## config.mk

```make
export PLATFORM = sky130hd
export DESIGN_NAME = sorted_priority_queue
export DESIGN_NICKNAME = d
export VERILOG_FILES = /design/src/design/spq_pkg.sv /design/src/design/spq_cell.sv /design/src/design/sorted_priority_queue.sv
export VERILOG_INCLUDE_DIRS = /design/src /design/src/design
export SDC_FILE = /design/constraint.sdc
export NUM_CORES = 1
export LEC_CHECK = 0
export ABC_AREA = 1
export BUFFER_PORTS_ARGS = -buffer_cell sky130_fd_sc_hd__clkbuf_2
export CAP_MARGIN = 10
export CORE_ASPECT_RATIO = 1.75
export CORE_MARGIN = 5
export CORE_UTILIZATION = 63
export CTS_CLUSTER_SIZE = 25
export DETAILED_ROUTE_END_ITERATION = 6
export PLACE_DENSITY = 0.81
export REMOVE_ABC_BUFFERS = 1
export SYNTH_ARGS = -nofsm -noshare
export SYNTH_HDL_FRONTEND = slang
export SYNTH_SLANG_ARGS = --single-unit
```

## constraint.sdc

```tcl
create_clock -name clock -period 6.4 [get_ports clock]
set_input_delay 0.32 -clock clock [delete_from_list [all_inputs] [get_ports clock]]
set_output_delay 0.32 -clock clock [all_outputs]
set_load 0.1 [all_outputs]
```

## src/design/assert_macros.svh

```systemverilog
// ---------------------------------------------------------------------------
// Assertion macros
// Shared concurrent assertion forms for the priority queue design.
// ---------------------------------------------------------------------------
`ifndef ASSERT_MACROS_SVH
`define ASSERT_MACROS_SVH

// A property that must hold at every clock edge outside reset.
`define SPQ_ASSERT(name, clk, rst, prop) \
   name: assert property (@(posedge clk) disable iff (rst) (prop)) \
      else $error("assertion failed: name");

// A condition that must be followed by a consequence in the next cycle.
`define SPQ_ASSERT_NEXT(name, clk, rst, cond, cons) \
   name: assert property (@(posedge clk) disable iff (rst) (cond) |=> (cons)) \
      else $error("assertion failed: name");

`endif

```

## src/design/spq_pkg.sv

```systemverilog
// ---------------------------------------------------------------------------
// Sorted priority queue package
// Field widths, operation and status codes, and the command broadcast to cells.
// ---------------------------------------------------------------------------
package spq_pkg;

   localparam int ValueWidth  = 32;
   localparam int RankWidth   = 16;
   localparam int StatusWidth = 2;
   localparam int FillWidth   = 4;

   localparam logic OP_INSERT = 1'b0;
   localparam logic OP_REMOVE = 1'b1;

   localparam logic [StatusWidth-1:0] STATUS_OK        = 2'd0;
   localparam logic [StatusWidth-1:0] STATUS_OVERFLOW  = 2'd1;
   localparam logic [StatusWidth-1:0] STATUS_UNDERFLOW = 2'd2;

   typedef struct packed {
      logic                         insert;
      logic                         remove;
      logic        [RankWidth-1:0]  rank;
      logic signed [ValueWidth-1:0] value;
   } cmd_type;

endpackage

```

## src/design/spq_cell.sv

```systemverilog
// ---------------------------------------------------------------------------
// Priority queue cell
// Holds one entry, compares it against the broadcast rank and moves data
// to or from its neighbors.
// ---------------------------------------------------------------------------
module spq_cell (
   input  logic                                 clock,
   input  spq_pkg::cmd_type                     cmd,
   input  logic                                 occupied,
   input  logic                                 at_tail,
   input  logic                                 left_shift,
   input  logic signed [spq_pkg::ValueWidth-1:0] left_value,
   input  logic        [spq_pkg::RankWidth-1:0]  left_rank,
   input  logic signed [spq_pkg::ValueWidth-1:0] right_value,
   input  logic        [spq_pkg::RankWidth-1:0]  right_rank,
   output logic                                 shift_out,
   output logic signed [spq_pkg::ValueWidth-1:0] value_out,
   output logic        [spq_pkg::RankWidth-1:0]  rank_out
);

   logic signed [spq_pkg::ValueWidth-1:0] value_ff, value_in;
   logic        [spq_pkg::RankWidth-1:0]  rank_ff, rank_in;
   logic                                  greater;

   assign greater = occupied && (rank_ff > cmd.rank);

   always_comb begin
      if (cmd.insert) begin
         priority if (left_shift) begin
            value_in = left_value;
            rank_in  = left_rank;
         end else if (greater || at_tail) begin
            value_in = cmd.value;
            rank_in  = cmd.rank;
         end else begin
            value_in = value_ff;
            rank_in  = rank_ff;
         end
      end else if (cmd.remove) begin
         value_in = right_value;
         rank_in  = right_rank;
      end else begin
         value_in = value_ff;
         rank_in  = rank_ff;
      end
   end

   always_ff @(posedge clock) begin
      value_ff <= value_in;
      rank_ff  <= rank_in;
   end

   assign shift_out = greater;
   assign value_out = value_ff;
   assign rank_out  = rank_ff;

endmodule

```

## src/design/sorted_priority_queue.sv

```systemverilog
// ---------------------------------------------------------------------------
// Sorted priority queue
// Minimum priority queue kept in ascending rank order in a row of cells.
// ---------------------------------------------------------------------------
// The queue takes one insert or remove request in every cycle once reset is
// released; busy is high only during reset and the cycle after it. Each request
// gives one result one cycle after acceptance, with rsp_strobe high for that
// single cycle, and the receiver must take it then. The one-cycle figure is
// set by the row of cells: every cell compares its rank with the request and
// moves its entry one place toward its neighbor in the same clock. Entries of
// equal rank leave in arrival order. An insert into a full queue or a remove
// from an empty one reports its status and leaves the contents unchanged.
module sorted_priority_queue #(
   parameter int DEPTH = 8
) (
   input  logic                                  clock,
   input  logic                                  reset,
   input  logic                                  start,
   output logic                                  busy,
   input  logic                                  req_op,
   input  logic signed [spq_pkg::ValueWidth-1:0] req_item_value,
   input  logic        [spq_pkg::RankWidth-1:0]  req_item_rank,
   output logic                                  rsp_strobe,
   output logic        [spq_pkg::StatusWidth-1:0] rsp_status,
   output logic signed [spq_pkg::ValueWidth-1:0] rsp_removed_value,
   output logic        [spq_pkg::RankWidth-1:0]  rsp_removed_rank,
   output logic        [spq_pkg::FillWidth-1:0]  rsp_fill
);

`include "assert_macros.svh"

   localparam int CountWidth = $clog2(DEPTH + 1);
   localparam logic [CountWidth-1:0] FullCount = CountWidth'(DEPTH);

   logic                                   busy_ff;
   logic                                   accept;
   logic                                   full;
   logic                                   empty;
   logic                                   ovf_req;
   logic                                   ovf_rsp;
   logic [CountWidth-1:0]                  count_ff, count_in;
   logic                                   strobe_ff;
   logic [spq_pkg::StatusWidth-1:0]        status_ff, status_in;
   logic signed [spq_pkg::ValueWidth-1:0]  rem_value_ff, rem_value_in;
   logic [spq_pkg::RankWidth-1:0]          rem_rank_ff, rem_rank_in;
   spq_pkg::cmd_type                       cmd;

   logic                                   cell_shift [DEPTH];
   logic signed [spq_pkg::ValueWidth-1:0]  cell_value [DEPTH];
   logic [spq_pkg::RankWidth-1:0]          cell_rank  [DEPTH];

   assign accept  = start && !busy_ff;
   assign full    = (count_ff == FullCount);
   assign empty   = (count_ff == '0);
   assign ovf_req = accept && (req_op == spq_pkg::OP_INSERT) && full;
   assign ovf_rsp = (rsp_status == spq_pkg::STATUS_OVERFLOW);

   always_comb begin
      cmd.insert   = accept && (req_op == spq_pkg::OP_INSERT) && !full;
      cmd.remove   = accept && (req_op == spq_pkg::OP_REMOVE) && !empty;
      cmd.rank     = req_item_rank;
      cmd.value    = req_item_value;
      count_in     = count_ff;
      status_in    = spq_pkg::STATUS_OK;
      rem_value_in = '0;
      rem_rank_in  = '0;
      if (cmd.insert) begin
         count_in = count_ff + 1'b1;
      end
      if (cmd.remove) begin
         count_in     = count_ff - 1'b1;
         rem_value_in = cell_value[0];
         rem_rank_in  = cell_rank[0];
      end
      if (req_op == spq_pkg::OP_INSERT && full) begin
         status_in = spq_pkg::STATUS_OVERFLOW;
      end
      if (req_op == spq_pkg::OP_REMOVE && empty) begin
         status_in = spq_pkg::STATUS_UNDERFLOW;
      end
   end

   for (genvar i = 0; i < DEPTH; i++) begin : g_cell
      logic                                  left_shift;
      logic signed [spq_pkg::ValueWidth-1:0] left_value;
      logic [spq_pkg::RankWidth-1:0]         left_rank;
      logic signed [spq_pkg::ValueWidth-1:0] right_value;
      logic [spq_pkg::RankWidth-1:0]         right_rank;

      if (i == 0) begin : g_head
         assign left_shift = 1'b0;
         assign left_value = cmd.value;
         assign left_rank  = cmd.rank;
      end else begin : g_body
         assign left_shift = cell_shift[i-1];
         assign left_value = cell_value[i-1];
         assign left_rank  = cell_rank[i-1];
      end

      if (i == DEPTH - 1) begin : g_last
         assign right_value = cell_value[i];
         assign right_rank  = cell_rank[i];
      end else begin : g_inner
         assign right_value = cell_value[i+1];
         assign right_rank  = cell_rank[i+1];
      end

      spq_cell u_cell (
         .clock       (clock),
         .cmd         (cmd),
         .occupied    (CountWidth'(i) < count_ff),
         .at_tail     (CountWidth'(i) == count_ff),
         .left_shift  (left_shift),
         .left_value  (left_value),
         .left_rank   (left_rank),
         .right_value (right_value),
         .right_rank  (right_rank),
         .shift_out   (cell_shift[i]),
         .value_out   (cell_value[i]),
         .rank_out    (cell_rank[i])
      );
   end

   always_ff @(posedge clock) begin
      if (reset) begin
         busy_ff   <= 1'b1;
         count_ff  <= '0;
         strobe_ff <= 1'b0;
      end else begin
         busy_ff   <= 1'b0;
         count_ff  <= count_in;
         strobe_ff <= accept;
      end
   end

   always_ff @(posedge clock) begin
      status_ff    <= status_in;
      rem_value_ff <= rem_value_in;
      rem_rank_ff  <= rem_rank_in;
   end

   assign busy              = busy_ff;
   assign rsp_strobe        = strobe_ff;
   assign rsp_status        = status_ff;
   assign rsp_removed_value = rem_value_ff;
   assign rsp_removed_rank  = rem_rank_ff;
   assign rsp_fill          = spq_pkg::FillWidth'(count_ff);

   `SPQ_ASSERT(a_count_bound, clock, reset, count_ff <= FullCount)
   `SPQ_ASSERT_NEXT(a_result_follows, clock, reset, accept, rsp_strobe)
   `SPQ_ASSERT_NEXT(a_overflow_holds, clock, reset, ovf_req, ovf_rsp && $stable(count_ff))
   `SPQ_ASSERT_NEXT(a_remove_count, clock, reset, cmd.remove, count_ff == $past(count_ff) - 1'b1)

endmodule

```

* Word-level counts from Yosys, hierarchy flattened
Index checks and enable logic that the tools add are counted.
** Operators by class
- Divide/modulo/power cells :: 0
- Reductions and logical operators :: 37
- Bitwise operators :: 1
- Equal/unequal tests :: 15
- Multipliers :: 0
- Muxes and demuxes :: 62
- Magnitude comparators :: 16
- Add/subtract/negate cells :: 2
- Shifts and indexed selects :: 0
** Operators with widths (number)
- 32-bit 2-to-1 mux :: 29
- 16-bit 2-to-1 mux :: 29
- 16-bit > comparator :: 8
- 3-bit by 1-bit != test with 1-bit output, second input constant :: 6
- 3-bit by 4-bit equality test with 1-bit output, first input constant :: 4
- 3-bit by 4-bit less-than comparator with 1-bit output, first input constant :: 4
- 2-bit AND reduction :: 8
- 1-bit logical AND :: 15
- 2-bit by 4-bit equality test with 1-bit output, first input constant :: 2
- 1-bit logical OR :: 8
- 1-bit by 4-bit less-than comparator with 1-bit output, first input constant :: 2
- 2-bit by 4-bit less-than comparator with 1-bit output, first input constant :: 2
- 4-bit 2-to-1 mux :: 2
- 4-bit by 1-bit adder with 4-bit output, second input constant :: 1
- 1-bit by 4-bit equality test with 1-bit output, first input constant :: 1
- 4-bit equality test, second input constant :: 1
- 4-bit logical NOT :: 1
- 2-bit nonzero test :: 2
- 4-bit by 1-bit subtractor with 4-bit output, second input constant :: 1
- 1-bit logical NOT :: 3
- 1-bit 2-to-1 mux :: 2
- 2-bit by 1-bit != test with 1-bit output, second input constant :: 1
- 1-bit inverter :: 1
** Storage, ports and cells
- Memory bits (writable) :: 0
- Input bits :: 52
- Memories kept :: 0
- Output and inout bits :: 56
- Bits in read-only memories :: 0
- Flip-flop bits (word level) :: 440
- Latch bits :: 0
- Logic and storage cells :: 155

* Depth between registers and ports, before layout
Gate-level depths: netlist (run 1).
- Depth after elaboration :: 6
- Depth in mapped cells :: 17
- Mapped depth without buffers :: 15

* Hierarchy
From an unflattened synthesis (run 1), not the netlist that was laid out.
** Second synthesis, totals
- Cells, all modules :: 2948
- Area, all modules :: 25184.2 um^2
** Modules (own cells, without submodules)
- spq_cell at g_cell[0].u_cell ... :: cells an instance 339, instances 6, sequential area each 1441.4 um^2, area an instance 2906.5 um^2
- spq_cell at g_cell[6].u_cell ... :: cells an instance 340, instances 2, sequential area each 1441.4 um^2, area an instance 2910.3 um^2
- sorted_priority_queue :: cells an instance 234, instances 1, sequential area each 1121.1 um^2, area an instance 1924.3 um^2

* Worst setup path before layout (run 1)
No wires, ideal clock.
- Kind :: reg-to-reg
- From :: register count_ff[0] (netlist: rsp_fill[0])
- To :: register g_cell[0].u_cell.rank_ff (netlist bit g_cell[0].u_cell.rank_out[0]) (enable)
- Stages on the path, launching flop included :: 9
- Path slack :: 1.292 ns
- Required time :: 5.918 ns
- Buffers on the path :: 1
- Arrival time :: 4.626 ns
- Cells stage by stage :: dfxtp_1 -> inv_1 -> ha_1 -> nand3_1 -> nand3_1 -> buf_4 -> nand2_1 -> inv_1 -> a31oi_1
** Between the ends
- Word-level cells in the longest chain between the ends :: 5
- Elaborated cells between the ends (all ways) :: 12
** Ends and longest elaborated chain
- from (decl) :: line sorted_priority_queue.sv:41 : logic [CountWidth-1:0] count_ff, count_in;
- from (signal assigned) :: line sorted_priority_queue.sv:131 : count_ff <= count_in;
- 1-bit by 4-bit less-than comparator with 1-bit output, or another cell as far along :: line sorted_priority_queue.sv:111 : .occupied (CountWidth'(i) < count_ff),
- 1-bit logical AND, or another cell as far along :: line spq_cell.sv:25 : assign greater = occupied && (rank_ff > cmd.rank);
- 1-bit logical OR, or another cell as far along :: line spq_cell.sv:32 : end else if (greater || at_tail) begin
- 2-bit by 1-bit != test with 1-bit output (no source line) / 2-bit nonzero test (equally long branches)
- 2-bit AND reduction (no source line) *
- to (signal assigned) :: line spq_cell.sv:50 : rank_ff <= rank_in;
- to (decl) :: line spq_cell.sv:22 : logic [spq_pkg::RankWidth-1:0] rank_ff, rank_in;
Mark *: on every way between the ends. The rest lies on a longest branch, timed or not.
A chain may end at the register's enable or synchronous reset.

* Final worst setup path (run 1)
- From :: register count_ff[0] (netlist: rsp_fill[0])
- To :: register g_cell[7].u_cell.rank_ff (netlist bit g_cell[7].u_cell.rank_out[0]) (enable)
** Between the ends
- Word-level cells in the longest chain between the ends :: 5
- Elaborated cells between the ends (all ways) :: 11
** Ends and longest elaborated chain (line)
- 3-bit by 4-bit less-than comparator with 1-bit output :: sorted_priority_queue.sv:111
- 1-bit logical AND :: spq_cell.sv:25
- 1-bit logical OR :: spq_cell.sv:32
- 2-bit nonzero test (no source line)
- 2-bit AND reduction (no source line) *
- to (signal assigned) :: spq_cell.sv:50
- to (decl) :: spq_cell.sv:22
Marked as above.

==> key figures, run 1 <==
CTS
  – Maximum clock path buffer count: 3
  – Post-cts resize count: 0
  – Post-CTS Repair Setup Buffers: 0
  – CTS Sinks: 440
  – H-tree depth: 2
  – Worst-path clk slew: around 60 ps
  – Root Driver: clkbuf_16
  – CTS tree: done
  – Number of buffers created by CTS: 42
  – Hold Buf Count CTS: 2
  – Worst skew pair latency: ~570 ps

GRT
  – Antenna violations before repair: 0
  – All-layer global routing usage: between 30% and 40%
  – First-pass GRT wire length: approximately 120000 µm
  – Grt ovf: 0
  – Grt met3 use: 5.217%
  – Met2 Track Usage GR: 59.77%
  – Largest net degree at the start of global routing: approximately 280
  – Number of global-route vias before repair: 22040
  – Met1 usage: between 30% and 40%
  – Most Crowded Layer GR: met2

STA
  – Final min period: between 4000 and 5000 ps
  – Period utilisation layout: 64.15%
  – Count of pins over their slew limit: 56
  – Max_slew headroom: -2.331%
  – Fin worst setup slack: 2295 ps
  – RSZ-0062 raised after global routing: no
  – Fin Clk Skew: ~23 ps
  – FMAX: approximately 0.24 GHz
  – Hold Vio Cnt, Final: 0
  – # setup viols final: 0
  – Least-Margin Pin Slew: roughly 1500 ps
  – WHS: 87.18 ps
  – Setup TNS: 0 ps

Floorplan
  – Die Y-Extent: between 200 and 300 µm
  – Initial Utilization: a little under two thirds
  – Core area: 39810 µm²
  – Die W: between 150 and 200 µm
  – Die area: between 40000 and 50000 µm²
  – Core Rows: just under 100
  – Top Ports: 108

Yosys
  – Post-synth top area share: 45.72%
  – Yosys warns: 0
  – Cell count after synthesis: 2989
  – Flops & latches, synth: 440
  – Yosys cell types: 33
  – Syn Std Cell Area: ~25000 µm²
  – Area contributors post-synth: edfxtp_1 (46%), nand2_1 (15%), nand3_1 (8.0%)
  – Register area share after synthesis: between 50% and 60%
  – Avg Inst Size Synth: approximately 8.4 µm²
  – Largest area contributor in the netlist: edfxtp_1

Critical path
  – Crit path capture type: register
  – Worst-path cell chain: inv_1 > ha_1 > nand3_1 > nand3_4 > inv_8 > nand2_1 > inv_2 > buf_4
  – R2r setup slk: between 2000 and 2500 ps
  – CP max-delay cell: inv_8
  – Crit path DAT: around 4300 ps
  – CP Launch Type: register
  – Worst path buffer plus inverter count: 4
  – Crit Path Max Fanout: ~150
  – Crit-path leading delay family: buffers and inverters
  – Critical path required time: 6610 ps
  – Slowest stage delay, CP: ~700 ps
  – Critical path class: reg2reg

Power and ir drop
  – Leak: roughly 0.012 µW
  – Tot Pwr: roughly 6800 µW
  – Max VDD drop: approximately 0.29 mV
  – PD cells: approximately 250 nW/µm²

Place
  – RD Place Congestion: a little over 0.9
  – Worst slack at placement: 2020 ps
  – Final HPWL DP: ~46000 µm
  – I/O Buffers: ~110

Min path
  – Worst Hold Class: in2reg

Route
  – DRT Pass-1 Iters: 7
  – Aggregate routed wire length: 78720 µm
  – Vias per inst: ~6.3
  – WL/cell: between 20 and 25 µm
  – Routed Antenna Nets: 0
  – DR DRC count: 8
  – Via count: approximately 22000
  – DRT iter0 DRCs: roughly 2600

Finish
  – Net count, final: between 3000 and 4000
  – Layout cells sized above 1: 8.110%
  – Ant diodes: 0
  – Area delta synth->final: 8.150%

Outcome
  – Failing checks: DRC, slew limit
  – Status: complete, but fails checks

Run
  – Max_cap viols: 0
power by group:
group | switching (µW) | internal [µW]
clock | 1140 | 1450
combinational | 669 | 235
sequential | 57.5 | 3240
total | 1860 | 4930
path summary, 6_finish.rpt:
path,endpoint,depth (start not counted),from
setup reg to reg,g_cell[7].u_cell.rank_out[0],8,rsp_fill[0]
hold / removal,busy,1,reset
setup / recovery,g_cell[7].u_cell.rank_out[0],8,rsp_fill[0]
hold reg to reg,rsp_strobe,1,busy
cells in the final DEF (no fill, tap or decap), drive strengths merged, types with 56 or more instances in the layout:
cell type,n
a21oi,123
dfxtp,56
edfxtp,384
clkbuf,167
nand2,1036
nand3b,142
nand3,406
nor2,137
nand4,57
o21ai,69
ha,133
inv,217
layout make-up:
class	count	area, µm²
well taps	495	619.3
flip-flops and latches	440	12650
clock buffers	60	1219
inverters	230	870.8
fillers	3228	12530
multi-input cells	2131	10870
clock inverters	18	181.4
repair buffers	142	865.8
kinds of logic after synthesis:
logic type / after synthesis / share of synthesized area (%)
and+or+nand+nor: 1789 / 31.56
DFF: 440 / 50.16
buffers and inverters: 418 / 7.297
AOI/OAI and AO/OA: 208 / 4.336
adders and majority gates: 133 / 6.598
muxes: 1 / 0.04464
routing by layer:
metal  part of all wire, %  vias up
met1                    34    10360
met2                    49     1471
met4                   7.7        0
li1                      -    10010
met3                   9.5      391
met5                     0        -
worst register-to-register path, stage by stage, from the launching register on:
cell and delay (ps):
dfxtp_1 600, inv_1 200, ha_1 290, nand3_1 280, nand3_4 270, inv_8 700
nand2_1 190, inv_2 670, buf_4 530
state kept, by name, summed over array words and instances, names as in the netlist:
signal and cells:
busy 1, rsp_strobe 1, g_cell.u_cell.value_out 256, rsp_status 2, rsp_removed_value 32, rsp_fill 4, rsp_removed_rank 16, g_cell.u_cell.rank_out 128
cells in the mapped netlist (all sizes together):
cell    instances
nand2        1036
dfxtp          56
clkinv         15
nand3         406
inv           215
a21oi         123
o21a            8
o21ai          69
clkbuf         42
and2            1
nor3           10
o22ai           1
mux2            1
o21bai          3
ha            133
a41oi           1
nand3b        142
buf           146
nand4          57
nor2          137
a31oi           2
a21o            1
edfxtp        384
stage by stage:
stage / util [%] / area [µm²] / instances
floorplan: - / 24250 / 2801
global placement: 64.96 / 25860 / 3436
detailed placement: 64.96 / 25860 / 3436
CTS: 68.53 / 27280 / 3516
global route: 68.53 / 27280 / 3516
finish: 68.53 / 27280 / 3516
Power figures use the tool's default switching activity.
==> run 2, diff against run 1 <==
- clock period: 6.4 -> 4 ns (I/O delays scaled with it)
==> run 2 against run 1 <==
  * The flow now finishes without violations
  * Sequential cell count did not move
  * Clock power rose by 51%
  * Die area did not move
  * Maximum frequency rose by 29%
  * Critical path depth did not move
  * Critical path type unchanged
  * Largest cell class unchanged
==> key figures, run 2 (same netlist as run 1, synthesis figures left out) <==
Finish
  – Layout cells sized above 1: 8.730%
  – Most frequent cells in the layout: nand2_1 (1024), nand3_1 (401), edfxtp_1 (384), inv_1 (210), nand3b_1 (142)
  – Ant diodes: 0
  – Net count, final: roughly 3200
  – Area delta synth->final: 8.646%
  – Final cell count without fillers: ~3500
  – Register Area: roughly 13000 µm²
  – Commonest non-fill, non-tap cell in the layout: nand2_1
  – Footprint of the multi-input gates: around 11000 µm²
  – Fin area: 27400 µm²
  – Max reg flops: between 200 and 300
  – Util after Layout: 68.84%
  – Fillers: 3091

Critical path
  – Worst path buffer plus inverter count: 3
  – R2R Path Start: rsp_fill[0]
  – Critical path required time: 4190 ps
  – Crit Path Max Fanout: 34
  – CP max-delay cell: buf_4
  – CP startpoint: rsp_fill[0]
  – Crit path DAT: 3360 ps
  – Most used cell, CP: inv_1
  – Critical path class: reg2reg
  – Crit path capture type: register
  – Crit-path leading delay family: simple AND/OR/NAND/NOR gates
  – CP Launch Type: register
  – Worst-path cell chain: inv_1 > ha_1 > nand3_1 > nand3_4 > nand2_1 > inv_1 > nor2_4 > buf_4
  – Slowest stage delay, CP: just over 500 ps

STA
  – Final min period: around 3200 ps
  – Period utilisation layout: about four fifths
  – Hold Vio Cnt, Final: 0
  – RSZ-0062 raised after global routing: no
  – Count of pins over their slew limit: 0
  – # setup viols final: 0
  – Max_slew headroom: a little under two fifths
  – Least-Margin Pin Slew: 931.7 ps
  – Fin Clk Skew: 22.19 ps
  – FMAX: ~0.31 GHz

Place
  – I/O Buffers: ~110
  – Final HPWL DP: around 43000 µm
  – Dpl cells: about 3500
  – Dpl cell area: about 26000 µm²
  – RD Place Congestion: between 0.9 and 1

CTS
  – Number of buffers created by CTS: roughly 40
  – Post-cts resize count: 0
  – Worst-path clk slew: ~70 ps
  – CTS Sinks: between 400 and 500
  – Root Driver: clkbuf_16
  – CTS tree: done
  – Maximum clock path buffer count: 3
  – Worst skew pair latency: 570 ps
  – H-tree depth: 2

Power and ir drop
  – Tot Pwr: between 10000 and 15000 µW
  – Leak: ~0.012 µW
  – PD cells: 387.3 nW/µm²
  – Max VDD drop: about 0.34 mV

Floorplan
  – Core Rows: 97
  – Top Ports: 108
  – Die area: ~44000 µm²
  – Core area: 39810 µm²
  – Die Y-Extent: ~270 µm
  – Die W: around 160 µm
  – Initial Utilization: between 60% and 70%

Route
  – Routed Antenna Nets: 0
  – Aggregate routed wire length: roughly 73000 µm
  – WL/cell: ~21 µm
  – Vias per inst: 6.210
  – DRT iter0 DRCs: ~3000
  – DR DRC count: 0
  – Via count: 22000
  – DRT Pass-1 Iters: 6

GRT
  – Most Crowded Layer GR: met2
  – Number of global-route vias before repair: between 20000 and 25000
  – Antenna violations before repair: 0
  – Met1 usage: between 30% and 40%
  – All-layer global routing usage: about a third
  – Largest net degree at the start of global routing: ~180
  – Grt ovf: 0
  – Grt met3 use: 4.317%
  – First-pass GRT wire length: between 100000 and 150000 µm
  – Met2 Track Usage GR: a little under three fifths

Outcome
  – Status: finished, final reports clean

Min path
  – Worst Hold Class: in2reg
  – Min-delay src: req_item_value[27]

Run
  – Max_cap viols: 0
run 2: through the flow:
| stage | hold slack [ps] | TNS [ps] | worst slack (ps) |
|---|---|---|---|
| floorplan | 227.7 | -7481900 | -12830 |
| global placement | 410.7 | 0 | 598.2 |
| detailed placement | 423.5 | 0 | 573.5 |
| CTS | 69.02 | 0 | 896.9 |
| global route | 104.9 | 0 | 733.4 |
| finish | 76.20 | 0 | 823.0 |
run 2: report_power, final:
part           total [µW]  switching, µW  leakage [µW]  internal [µW]
logic                1440           1050       0.00787            388
registers            5260           83.1       0.00398           5180
clock network        3910           1800      0.000634           2100
run 2: repair_timing:
action / CTS / global route
hold buffers: 4 / 0
buffers inserted: 0 / 0
endpoints found under the hold margin: 6 / 0
run 2: worst paths after layout:
path                                         end  slack, ps  depth (start not counted)
setup / recovery  g_cell[2].u_cell.value_out[28]        820                          8
hold / removal    g_cell[7].u_cell.value_out[27]         80                          3
setup reg to reg  g_cell[2].u_cell.value_out[28]        820                          8
hold reg to reg            rsp_removed_value[28]        480                          2
run 2: cell type report:
cell class | count | share of cell area, %
Sequential cell | 440 | 46.17
Multi-Input combinational cell | 2131 | 39.67
Clock buffer | 56 | 4.219
Timing Repair Buffer | 170 | 4.036
Inverter | 230 | 3.178
Tap cell | 495 | 2.260
Clock inverter | 20 | 0.4703
run 2: worst register-to-register path: stages (launching register included):
cell	delay, ps
dfxtp_1	500
inv_1	180
ha_1	280
nand3_1	240
nand3_4	320
nand2_1	290
inv_1	280
nor2_4	190
buf_4	510
run 2: routing by layer:
layer  wire [µm]  vias to the layer above
met5           0                        -
li1            -                    10070
met3        6684                      341
met4        4795                        0
met2       36720                     1380
met1       24900                    10210
